===== src/hw/rtl/hrsp_pkg.sv =====
package hrsp_pkg;

  typedef enum logic [3:0] {
    PH_METHOD,
    PH_BLANK1,
    PH_URL,
    PH_BLANK2,
    PH_VERSION,
    PH_GAP,
    PH_KEY,
    PH_COLON,
    PH_VALUE,
    PH_BODY,
    PH_DONE,
    PH_ERROR
  } phase_t;

  // where a header line stood when its last CR arrived
  typedef enum logic [1:0] {
    SUB_GAP,
    SUB_KEY,
    SUB_COLON,
    SUB_VALUE
  } sub_t;

  localparam logic OP_DATA    = 1'b0;
  localparam logic OP_RESTART = 1'b1;

  localparam logic [2:0] ROLE_METHOD  = 3'd0;
  localparam logic [2:0] ROLE_URL     = 3'd1;
  localparam logic [2:0] ROLE_VERSION = 3'd2;
  localparam logic [2:0] ROLE_SEP     = 3'd3;
  localparam logic [2:0] ROLE_KEY     = 3'd4;
  localparam logic [2:0] ROLE_VALUE   = 3'd5;
  localparam logic [2:0] ROLE_BODY    = 3'd6;
  localparam logic [2:0] ROLE_IGNORED = 3'd7;

  localparam logic [2:0] EV_NONE         = 3'd0;
  localparam logic [2:0] EV_LINE_OK      = 3'd1;
  localparam logic [2:0] EV_HDR_DONE     = 3'd2;
  localparam logic [2:0] EV_BODY_DONE    = 3'd3;
  localparam logic [2:0] EV_ERR_400      = 3'd4;
  localparam logic [2:0] EV_ERR_413      = 3'd5;
  localparam logic [2:0] EV_HDR_NO_BODY  = 3'd6;

  localparam logic [2:0] M_GET    = 3'd0;
  localparam logic [2:0] M_PUT    = 3'd1;
  localparam logic [2:0] M_HEAD   = 3'd2;
  localparam logic [2:0] M_POST   = 3'd3;
  localparam logic [2:0] M_DELETE = 3'd4;
  localparam int         NUM_METHODS = 5;

  localparam logic [4:0] KEY_LEN  = 5'd14;
  localparam logic [4:0] KEY_FAIL = 5'd31;

  localparam logic [15:0] LIMIT_RESET = 16'd2048;

  localparam logic [7:0] CH_CR    = 8'h0D;
  localparam logic [7:0] CH_LF    = 8'h0A;
  localparam logic [7:0] CH_SP    = 8'h20;
  localparam logic [7:0] CH_TAB   = 8'h09;
  localparam logic [7:0] CH_COLON = 8'h3A;
  localparam logic [7:0] CH_ZERO  = 8'h30;

  typedef struct packed {
    logic       opcode;
    logic [7:0] data_byte;
  } req_t;

  typedef struct packed {
    logic [2:0]  byte_role;
    logic [2:0]  event_code;
    logic [2:0]  method_code;
    logic [31:0] content_length;
    logic [31:0] body_bytes_seen;
  } res_t;

  function automatic logic is_blank(input logic [7:0] b);
    return (b == CH_SP) || (b == CH_TAB);
  endfunction

  function automatic logic is_brk(input logic [7:0] b);
    return (b == CH_CR) || (b == CH_LF);
  endfunction

  function automatic logic is_key_start(input logic [7:0] b);
    return (b >= "0" && b <= "9") || (b >= "A" && b <= "Z") ||
           (b >= "a" && b <= "z") || (b == "-");
  endfunction

  function automatic logic [2:0] method_size(input logic [2:0] m);
    logic [2:0] len;
    case (m)
      M_GET, M_PUT:   len = 3'd3;
      M_HEAD, M_POST: len = 3'd4;
      M_DELETE:       len = 3'd6;
      default:        len = 3'd0;
    endcase
    return len;
  endfunction

  function automatic logic [7:0] method_char(input logic [2:0] m, input logic [2:0] idx);
    logic [47:0] name;
    case (m)
      M_GET:    name = {"GET", 24'h0};
      M_PUT:    name = {"PUT", 24'h0};
      M_HEAD:   name = {"HEAD", 16'h0};
      M_POST:   name = {"POST", 16'h0};
      M_DELETE: name = "DELETE";
      default:  name = 48'h0;
    endcase
    if (idx < 3'd6) begin
      return name[8'd47 - {idx, 3'b000} -: 8];
    end
    return 8'h00;
  endfunction

  function automatic logic [7:0] cl_key(input logic [3:0] idx);
    logic [111:0] key;
    key = "content-length";
    if (idx < 4'd14) begin
      return key[8'd111 - {1'b0, idx, 3'b000} -: 8];
    end
    return 8'h00;
  endfunction

  function automatic logic [4:0] key_step(input logic [4:0] pos, input logic [7:0] b);
    logic [7:0] lc;
    lc = (b >= "A" && b <= "Z") ? b + 8'd32 : b;
    if (pos < KEY_LEN && lc == cl_key(pos[3:0])) begin
      return pos + 5'd1;
    end
    return KEY_FAIL;
  endfunction

  function automatic sub_t phase_sub(input phase_t ph);
    sub_t s;
    case (ph)
      PH_KEY:   s = SUB_KEY;
      PH_COLON: s = SUB_COLON;
      PH_VALUE: s = SUB_VALUE;
      default:  s = SUB_GAP;
    endcase
    return s;
  endfunction

endpackage


===== src/hw/rtl/http_request_stream_parser.sv =====
// HTTP/1.1 request parser, one byte per request on the req channel.
// req carries opcode and data_byte: opcode data classifies one byte of
// the request, opcode restart clears the parse for the next request.
// Every request gives exactly one result on the res channel: the byte's
// role, an event (line ok, headers done, body complete, error 400/413),
// the accepted method, the Content-Length value and the body byte count.
// cfg is a write-only port for header_byte_limit; write it only while
// the parser is idle. cfg_ready is always high.
// An accepted request waits in the input register until res can take
// it, then is parsed into the result register. Throughput: one byte per
// cycle while res is not stalled; the per-byte parse is one pass of
// small compare and add logic between the input and result registers.
// A stalled res holds its result; one more request is still taken into
// the input register, after which req_stall rises until res drains.
// Reset (rst, synchronous) clears the parse state, empties both
// registers and sets header_byte_limit back to 2048.
module http_request_stream_parser
  import hrsp_pkg::*;
(
  input  logic        clk,
  input  logic        rst,
  input  logic        req_valid,
  output logic        req_stall,
  input  req_t        req,
  output logic        res_valid,
  input  logic        res_stall,
  output res_t        res,
  input  logic        cfg_valid,
  output logic        cfg_ready,
  input  logic [15:0] cfg_data
);

  logic [15:0] header_byte_limit;

  req_t        req_q;
  logic        req_q_valid;
  logic        advance;

  phase_t      parse_phase, parse_phase_next;
  logic [4:0]  method_flags, method_flags_next;
  logic [2:0]  method_count, method_count_next;
  logic [23:0] recent_bytes, recent_bytes_next;
  sub_t        sub_phase, sub_phase_next;
  logic [15:0] received_count, received_count_next;
  logic [4:0]  key_pos, key_pos_next;
  logic [31:0] length_acc, length_acc_next;
  logic [31:0] body_count, body_count_next;
  logic [2:0]  accepted_method, accepted_method_next;

  logic [7:0]  b;
  logic        in_header, hdr, block_end, method_ok;
  logic [4:0]  len_sel;
  logic [15:0] count_inc;
  logic [31:0] body_inc, acc_digit;
  logic [2:0]  role, ev, ev_line;
  logic        stays_key;

  assign cfg_ready = 1'b1;
  assign advance   = req_q_valid && (!res_valid || !res_stall);
  assign req_stall = req_q_valid && !advance;

  assign b         = req_q.data_byte;
  assign in_header = (parse_phase <= PH_VALUE);
  assign hdr       = (parse_phase >= PH_GAP) && in_header;
  assign block_end = (recent_bytes == {CH_CR, CH_LF, CH_CR}) && (b == CH_LF);
  assign count_inc = received_count + 16'd1;
  assign body_inc  = body_count + 32'd1;
  assign acc_digit = {length_acc[28:0], 3'b000} + {length_acc[30:0], 1'b0}
                   + {24'd0, b} - {24'd0, CH_ZERO};

  always_comb begin
    for (int m = 0; m < NUM_METHODS; m++) begin
      len_sel[m] = method_flags[m] && (method_size(3'(m)) == method_count);
    end
  end
  assign method_ok = (method_count != 3'd0) && (len_sel != 5'd0);

  // role and event of the byte in the input register
  always_comb begin
    role      = ROLE_IGNORED;
    ev_line   = EV_NONE;
    ev        = EV_NONE;
    stays_key = 1'b0;
    if (req_q.opcode == OP_DATA) begin
      if (parse_phase == PH_BODY) begin
        role = ROLE_BODY;
        if (body_inc == length_acc) begin
          ev = EV_BODY_DONE;
        end
      end else if (in_header) begin
        unique case (parse_phase)
          PH_METHOD: begin
            if (is_brk(b)) begin
              role    = ROLE_SEP;
              ev_line = EV_ERR_400;
            end else if (is_blank(b)) begin
              role    = ROLE_SEP;
              ev_line = method_ok ? EV_NONE : EV_ERR_400;
            end else begin
              role = ROLE_METHOD;
            end
          end
          PH_BLANK1, PH_BLANK2: begin
            if (is_brk(b)) begin
              role    = ROLE_SEP;
              ev_line = EV_ERR_400;
            end else if (is_blank(b)) begin
              role = ROLE_SEP;
            end else begin
              role = (parse_phase == PH_BLANK1) ? ROLE_URL : ROLE_VERSION;
            end
          end
          PH_URL: begin
            if (is_brk(b)) begin
              role    = ROLE_SEP;
              ev_line = EV_ERR_400;
            end else if (is_blank(b)) begin
              role = ROLE_SEP;
            end else begin
              role = ROLE_URL;
            end
          end
          PH_VERSION: begin
            if (is_blank(b)) begin
              role    = ROLE_SEP;
              ev_line = EV_ERR_400;
            end else if (is_brk(b)) begin
              role    = ROLE_SEP;
              ev_line = EV_LINE_OK;
            end else begin
              role = ROLE_VERSION;
            end
          end
          PH_GAP: begin
            if (is_brk(b)) begin
              role = ROLE_SEP;
            end else if (is_key_start(b)) begin
              role      = ROLE_KEY;
              stays_key = 1'b1;
            end else begin
              role    = ROLE_KEY;
              ev_line = EV_ERR_400;
            end
          end
          PH_KEY: begin
            if (b == CH_COLON) begin
              role = ROLE_SEP;
            end else begin
              role      = ROLE_KEY;
              stays_key = 1'b1;
            end
          end
          PH_COLON, PH_VALUE: begin
            if (is_blank(b) && parse_phase == PH_COLON) begin
              role = ROLE_SEP;
            end else if (is_brk(b)) begin
              role = ROLE_SEP;
            end else begin
              role = ROLE_VALUE;
            end
          end
          default: begin
            role = ROLE_IGNORED;
          end
        endcase

        if (ev_line != EV_ERR_400 && hdr && block_end) begin
          // key still open, or nothing but blanks after the colon
          if (stays_key || sub_phase == SUB_COLON) begin
            ev = EV_ERR_400;
          end else if (length_acc == 32'd0) begin
            ev = EV_HDR_NO_BODY;
          end else begin
            ev = EV_HDR_DONE;
          end
        end else if (ev_line != EV_ERR_400 && count_inc >= header_byte_limit) begin
          ev = EV_ERR_413;
        end else begin
          ev = ev_line;
        end
      end
    end
  end

  // next parse state
  always_comb begin
    parse_phase_next     = parse_phase;
    method_flags_next    = method_flags;
    method_count_next    = method_count;
    recent_bytes_next    = recent_bytes;
    sub_phase_next       = sub_phase;
    received_count_next  = received_count;
    key_pos_next         = key_pos;
    length_acc_next      = length_acc;
    body_count_next      = body_count;
    accepted_method_next = accepted_method;

    if (req_q.opcode == OP_RESTART) begin
      parse_phase_next     = PH_METHOD;
      method_flags_next    = '1;
      method_count_next    = '0;
      recent_bytes_next    = '0;
      sub_phase_next       = SUB_GAP;
      received_count_next  = '0;
      key_pos_next         = '0;
      length_acc_next      = '0;
      body_count_next      = '0;
      accepted_method_next = M_GET;
    end else if (parse_phase == PH_BODY) begin
      body_count_next = body_inc;
      if (ev == EV_BODY_DONE) begin
        parse_phase_next = PH_DONE;
      end
    end else if (in_header) begin
      received_count_next = count_inc;
      recent_bytes_next   = {recent_bytes[15:0], b};
      if (hdr && b == CH_CR && recent_bytes[15:0] != {CH_CR, CH_LF}) begin
        sub_phase_next = phase_sub(parse_phase);
      end

      unique case (parse_phase)
        PH_METHOD: begin
          if (!is_brk(b) && !is_blank(b)) begin
            for (int m = 0; m < NUM_METHODS; m++) begin
              if (!(method_count < method_size(3'(m)) &&
                    method_char(3'(m), method_count) == b)) begin
                method_flags_next[m] = 1'b0;
              end
            end
            if (method_count != 3'd7) begin
              method_count_next = method_count + 3'd1;
            end
          end else if (is_blank(b) && method_ok) begin
            method_flags_next = len_sel;
            parse_phase_next  = PH_BLANK1;
          end
        end
        PH_BLANK1: begin
          if (!is_brk(b) && !is_blank(b)) begin
            parse_phase_next = PH_URL;
          end
        end
        PH_BLANK2: begin
          if (!is_brk(b) && !is_blank(b)) begin
            parse_phase_next = PH_VERSION;
          end
        end
        PH_URL: begin
          if (!is_brk(b) && is_blank(b)) begin
            parse_phase_next = PH_BLANK2;
          end
        end
        PH_VERSION: begin
          if (!is_blank(b) && is_brk(b)) begin
            if (method_flags[0]) begin
              accepted_method_next = M_GET;
            end else if (method_flags[1]) begin
              accepted_method_next = M_PUT;
            end else if (method_flags[2]) begin
              accepted_method_next = M_HEAD;
            end else if (method_flags[3]) begin
              accepted_method_next = M_POST;
            end else begin
              accepted_method_next = M_DELETE;
            end
            parse_phase_next = PH_GAP;
            sub_phase_next   = SUB_GAP;
          end
        end
        PH_GAP: begin
          if (!is_brk(b) && is_key_start(b)) begin
            key_pos_next     = key_step(5'd0, b);
            parse_phase_next = PH_KEY;
          end
        end
        PH_KEY: begin
          if (b == CH_COLON) begin
            if (key_pos != KEY_LEN) begin
              key_pos_next = KEY_FAIL;
            end
            parse_phase_next = PH_COLON;
          end else begin
            key_pos_next = key_step(key_pos, b);
          end
        end
        PH_COLON: begin
          if (is_blank(b)) begin
            parse_phase_next = PH_COLON;
          end else if (is_brk(b)) begin
            parse_phase_next = PH_GAP;
          end else begin
            if (key_pos == KEY_LEN) begin
              length_acc_next = acc_digit;
            end
            parse_phase_next = PH_VALUE;
          end
        end
        PH_VALUE: begin
          if (is_brk(b)) begin
            parse_phase_next = PH_GAP;
          end else if (key_pos == KEY_LEN) begin
            length_acc_next = acc_digit;
          end
        end
        default: begin
          parse_phase_next = parse_phase;
        end
      endcase

      // events override the phase the byte alone would leave
      if (ev == EV_ERR_400 || ev == EV_ERR_413) begin
        parse_phase_next = PH_ERROR;
      end else if (ev == EV_HDR_NO_BODY) begin
        parse_phase_next = PH_DONE;
        body_count_next  = '0;
      end else if (ev == EV_HDR_DONE) begin
        parse_phase_next = PH_BODY;
        body_count_next  = '0;
      end
    end
  end

  always_ff @(posedge clk) begin
    if (rst) begin
      header_byte_limit <= LIMIT_RESET;
      req_q_valid       <= 1'b0;
      res_valid         <= 1'b0;
      parse_phase       <= PH_METHOD;
      method_flags      <= '1;
      method_count      <= '0;
      recent_bytes      <= '0;
      sub_phase         <= SUB_GAP;
      received_count    <= '0;
      key_pos           <= '0;
      length_acc        <= '0;
      body_count        <= '0;
      accepted_method   <= M_GET;
    end else begin
      if (cfg_valid && cfg_ready) begin
        header_byte_limit <= cfg_data;
      end

      if (req_valid && !req_stall) begin
        req_q_valid <= 1'b1;
      end else if (advance) begin
        req_q_valid <= 1'b0;
      end

      if (advance) begin
        res_valid       <= 1'b1;
        parse_phase     <= parse_phase_next;
        method_flags    <= method_flags_next;
        method_count    <= method_count_next;
        recent_bytes    <= recent_bytes_next;
        sub_phase       <= sub_phase_next;
        received_count  <= received_count_next;
        key_pos         <= key_pos_next;
        length_acc      <= length_acc_next;
        body_count      <= body_count_next;
        accepted_method <= accepted_method_next;
      end else if (res_valid && !res_stall) begin
        res_valid <= 1'b0;
      end
    end
  end

  // payload registers: load on accept or advance only
  always_ff @(posedge clk) begin
    if (req_valid && !req_stall) begin
      req_q <= req;
    end
    if (advance) begin
      res.byte_role       <= role;
      res.event_code      <= ev;
      res.method_code     <= accepted_method_next;
      res.content_length  <= length_acc_next;
      res.body_bytes_seen <= body_count_next;
    end
  end

endmodule


===== config.mk =====
export PLATFORM = sky130hd
export DESIGN_NAME = http_request_stream_parser
export DESIGN_NICKNAME = d
export VERILOG_FILES = /design/src/hw/rtl/hrsp_pkg.sv /design/src/hw/rtl/http_request_stream_parser.sv
export SDC_FILE = /design/constraint.sdc
export NUM_CORES = 1
export LEC_CHECK = 0
export BUFFER_PORTS_ARGS = -buffer_cell sky130_fd_sc_hd__buf_2
export CELL_PAD_IN_SITES_DETAIL_PLACEMENT = 1
export CELL_PAD_IN_SITES_GLOBAL_PLACEMENT = 1
export CORE_AREA = 4 4 187 189
export DETAILED_ROUTE_END_ITERATION = 7
export DIE_AREA = 0 0 191 193
export MAX_ROUTING_LAYER = met4
export PLACE_DENSITY_LB_ADDON = 0.08
export SKIP_CTS_REPAIR_TIMING = 1
export SYNTH_ARGS = -nofsm -noshare
export SYNTH_HDL_FRONTEND = slang
export SYNTH_SLANG_ARGS = --single-unit

===== constraint.sdc =====
create_clock -name clk -period 5.8 [get_ports clk]
set_clock_uncertainty 0.05 [all_clocks]
set_input_delay 1.74 -clock clk [delete_from_list [all_inputs] [get_ports clk]]
set_output_delay 1.74 -clock clk [all_outputs]
set_load 0.05 [all_outputs]

==> run metrics <==
DRT Pass-1 Iters 5; cell area after synthesis 0.01548 mm2; dpl cells 2,365; Critical Path Source b[4]$_DFFE_PP_; Placement Setup Slack 904.6 ps; ANT cells 0; aggregate global-route resource usage 26.86%; CTS Sinks 226; fraction of layout cells with a size suffix above 1 10.22%; DIE HEIGHT just under 200 um; wire per inst 20.20 um; Critical Path End Type flop; NetSw 0.001007 W; fin crit share between 80% and 90%; top cells by count, synth nand2_1 (200), a21oi_1 (187), nor2_1 (177); # rows 67; internal cell power 0.002806 W; CP Max Fanout 14; unique cell type count in the Yosys netlist 86; top cell type's share of synthesized area roughly a fifth; global placer's final weighted congestion 0.9074; FF-to-FF Start b[4]$_DFFE_PP_; Fill cells 4,096; most frequent cell after synthesis nand2_1; chip width around 190 um; Worst Path Arrival between 5000 and 6000 ps; Slowest-stage cell, CP fa_1; syn_nets 2,065; Avg Synthesized Cell Area 8.105 um2; Ys Warns 0; register area share after synthesis between 30% and 40%; DRT Wirelength 48,790 um; run status completed; Routed Antenna Nets 0; vias after detailed routing approximately 14,000; Final Non-Filler Cells roughly 2,400; Yosys top cell by area dfxtp_1; FF-to-FF End res[63]$_DFFE_PP_; DR vias/cell just under 6; Area Overhead vs Synth 10.82%; Yosys reg bits 226; PortBufs ~100; first-pass GRT wire length between 70,000 and 80,000 um; relative slew slack 31.88%; Pins Over Slew Limit 0; Hold Vio Cnt, Final 0; Leak around 6.6 nW; HPWL after detailed placement approximately 35,000 um; initial DRC count 817; DIE AREA 0.03686 mm2; drc violations 0; Post-synth EDFFs 82; CP Cell Sequence buf_4, clkinv_1, ha_1, inv_1, fa_1, inv_1, fa_1, nor2b_1, o31ai_1, a2111o_1, a221oi_1, o21ai_0, o2111ai_1, a21oi_1, xnor2_1, a211oi_1; reg2reg setup slack 860 ps; Clock power frac 44.5%; setup repair after global routing missed its margin no; Max Clk Rate a little over 200 MHz; required time of the worst setup path 6040 ps; Max clock buf depth 3; initial antenna violation count 0; VDD IR-drop max around 0.19 mV; Initial Utilization 46.51%; CTS tree built; Hold WC Path Type reg -> reg; num ports 106; Least-Margin Pin Slew 1018 ps; root buf cell clkbuf_16; R2R cell count 16; largest net degree at the start of global routing 72; crit path capture res[63]$_DFFE_PP_; Net count, final 2,101; sequential share of power 44.9%; combinational share of power between 10% and 20%; switching share of power 26.40%; Crit path largest cell delay 540 ps; total gr overflow 0; Post-synth ARST share 0%; total CTS buffers 27; synth top area cells dfxtp_1 (19%), edfxtp_1 (16%), ha_1 (9.6%), a21oi_1 (6.0%), nand2_1 (4.8%); Setup WS post-layout 863.4 ps; vias in the first global route approximately 15,000; Setup Total Neg Slack 0 ps; H-tree depth 1; max-cap check violation count 0; Core Region 0.03328 mm2; Final setup violation count 0; Pwr per Cell Area 222.3 mW/mm2; worst skew pair latency about 560 ps; clk slew on worst S/H paths approximately 70 ps; Setup Crit Path Kind reg -> reg; top_reg_cell synth dfxtp_1; Final min period 4937 ps; Setup crit start kind flop; cell count after synthesis roughly 1,900
==> flip-flops by register name, indices dropped and copies added, names as in the netlist, 5 cells and up <==
register / cells
method_flags: 5
res: 73
recent_bytes: 24
b: 8
length_acc: 32
key_pos: 5
header_byte_limit: 16
received_count: 16
body_count: 32
==> stage by stage <==
| stage | cell area [um2] | power [W] | hold slack [ps] | utilization, % |
|---|---|---|---|---|
| 2_1_floorplan | 15480 | 0.002031 | 385.7 | - |
| 3_3_place_gp | 16270 | 0.002142 | 393.8 | 48.89 |
| 3_5_place_dp | 16270 | 0.002151 | 406.2 | 48.89 |
| 4_1_cts | 17150 | 0.003856 | 413.9 | 51.54 |
| 5_1_grt | 17150 | 0.003952 | 437.7 | 51.54 |
| 6_report | 17150 | 0.003813 | 410.4 | 51.54 |
==> routing by layer <==
metal	wire length, um	global-route usage [%]
met4	1615	8.481
met3	1581	2.359
met5	0	-
met1	21170	32.54
met2	24430	47.74
==> final cells by class <==
cell class                 instances  area, um2  area share [%]
multi-input combinational       1427       9139           53.27
clock buffer                      45      825.8           4.814
tap                              448      560.5           3.268
sequential                       226       5345           31.16
timing repair buffer             131      725.7           4.230
inverter                         133      501.7           2.925
clock inverter                     5      56.30          0.3282
==> placed cells by master, fill, tap and decap left out, types with 11 or more instances in the layout <==
cell type,n
inv_1,128
dfxtp_1,144
buf_2,103
ha_1,119
a21o_1,17
and4_1,11
buf_4,28
nand4_1,23
clkbuf_16,29
edfxtp_1,82
clkbuf_1,12
a31oi_1,18
mux2i_1,28
nor3_1,47
nand2b_1,16
or3_1,23
and3_1,19
a21oi_1,187
o21ai_0,106
nor2_1,177
nand3_1,81
xor2_1,34
xnor2_1,64
and2_1,13
a22oi_1,20
nand2_1,198
o31ai_1,30
nor2b_1,14
nor4_1,27
==> critical path: cells and delay by family (launching register included) <==
| family | cells | cell delay, ps |
|---|---|---|
| XOR/XNOR | 1 | 200 |
| adder cells (fa/ha/maj) | 3 | 1370 |
| AND/OR/NAND/NOR | 1 | 170 |
| flip-flops | 1 | 320 |
| buffers and inverters | 4 | 580 |
| AO/OA/AOI/OAI | 7 | 1960 |
==> power by group through the flow <==
| stage | Combinational (W) | Clock (W) | Sequential (W) |
|---|---|---|---|
| 2_1_floorplan | 0.000204 | 0 | 0.00183 |
| 5_1_grt | 0.000437 | 0.00180 | 0.00172 |
| 4_1_cts | 0.000407 | 0.00174 | 0.00171 |
| 6_report | 0.000403 | 0.00170 | 0.00171 |
| 3_3_place_gp | 0.000396 | 0 | 0.00175 |
| 3_5_place_dp | 0.000404 | 0 | 0.00175 |
==> cell families (layout without fill, tap and decap cells) <==
kind of cell / Yosys count / in the layout / synth area share, %
multiplexers: 32 / 32 / 2.198
adder cells (fa/ha/maj): 125 / 125 / 10.39
XOR/XNOR: 98 / 98 / 5.545
flip-flops: 226 / 226 / 34.53
buffers and inverters: 257 / 314 / 6.507
AO/OA/AOI/OAI: 473 / 473 / 18.72
other: 1 / 1 / 0.02423
AND/OR/NAND/NOR: 698 / 698 / 22.08
==> worst min path at each step <==
stage	from	to	cells past startpoint
after floorplan	accepted_method[0]$_SDFFE_PP0P_	accepted_method[0]$_SDFFE_PP0P_	2
after global placement	accepted_method[1]$_SDFFE_PP0P_	accepted_method[1]$_SDFFE_PP0P_	2
after detailed placement	accepted_method[2]$_SDFFE_PP0P_	accepted_method[2]$_SDFFE_PP0P_	2
after CTS	accepted_method[2]$_SDFFE_PP0P_	accepted_method[2]$_SDFFE_PP0P_	2
after global routing	accepted_method[2]$_SDFFE_PP0P_	accepted_method[2]$_SDFFE_PP0P_	2
final	accepted_method[2]$_SDFFE_PP0P_	accepted_method[2]$_SDFFE_PP0P_	2
(Power assumes the default switching activity.)
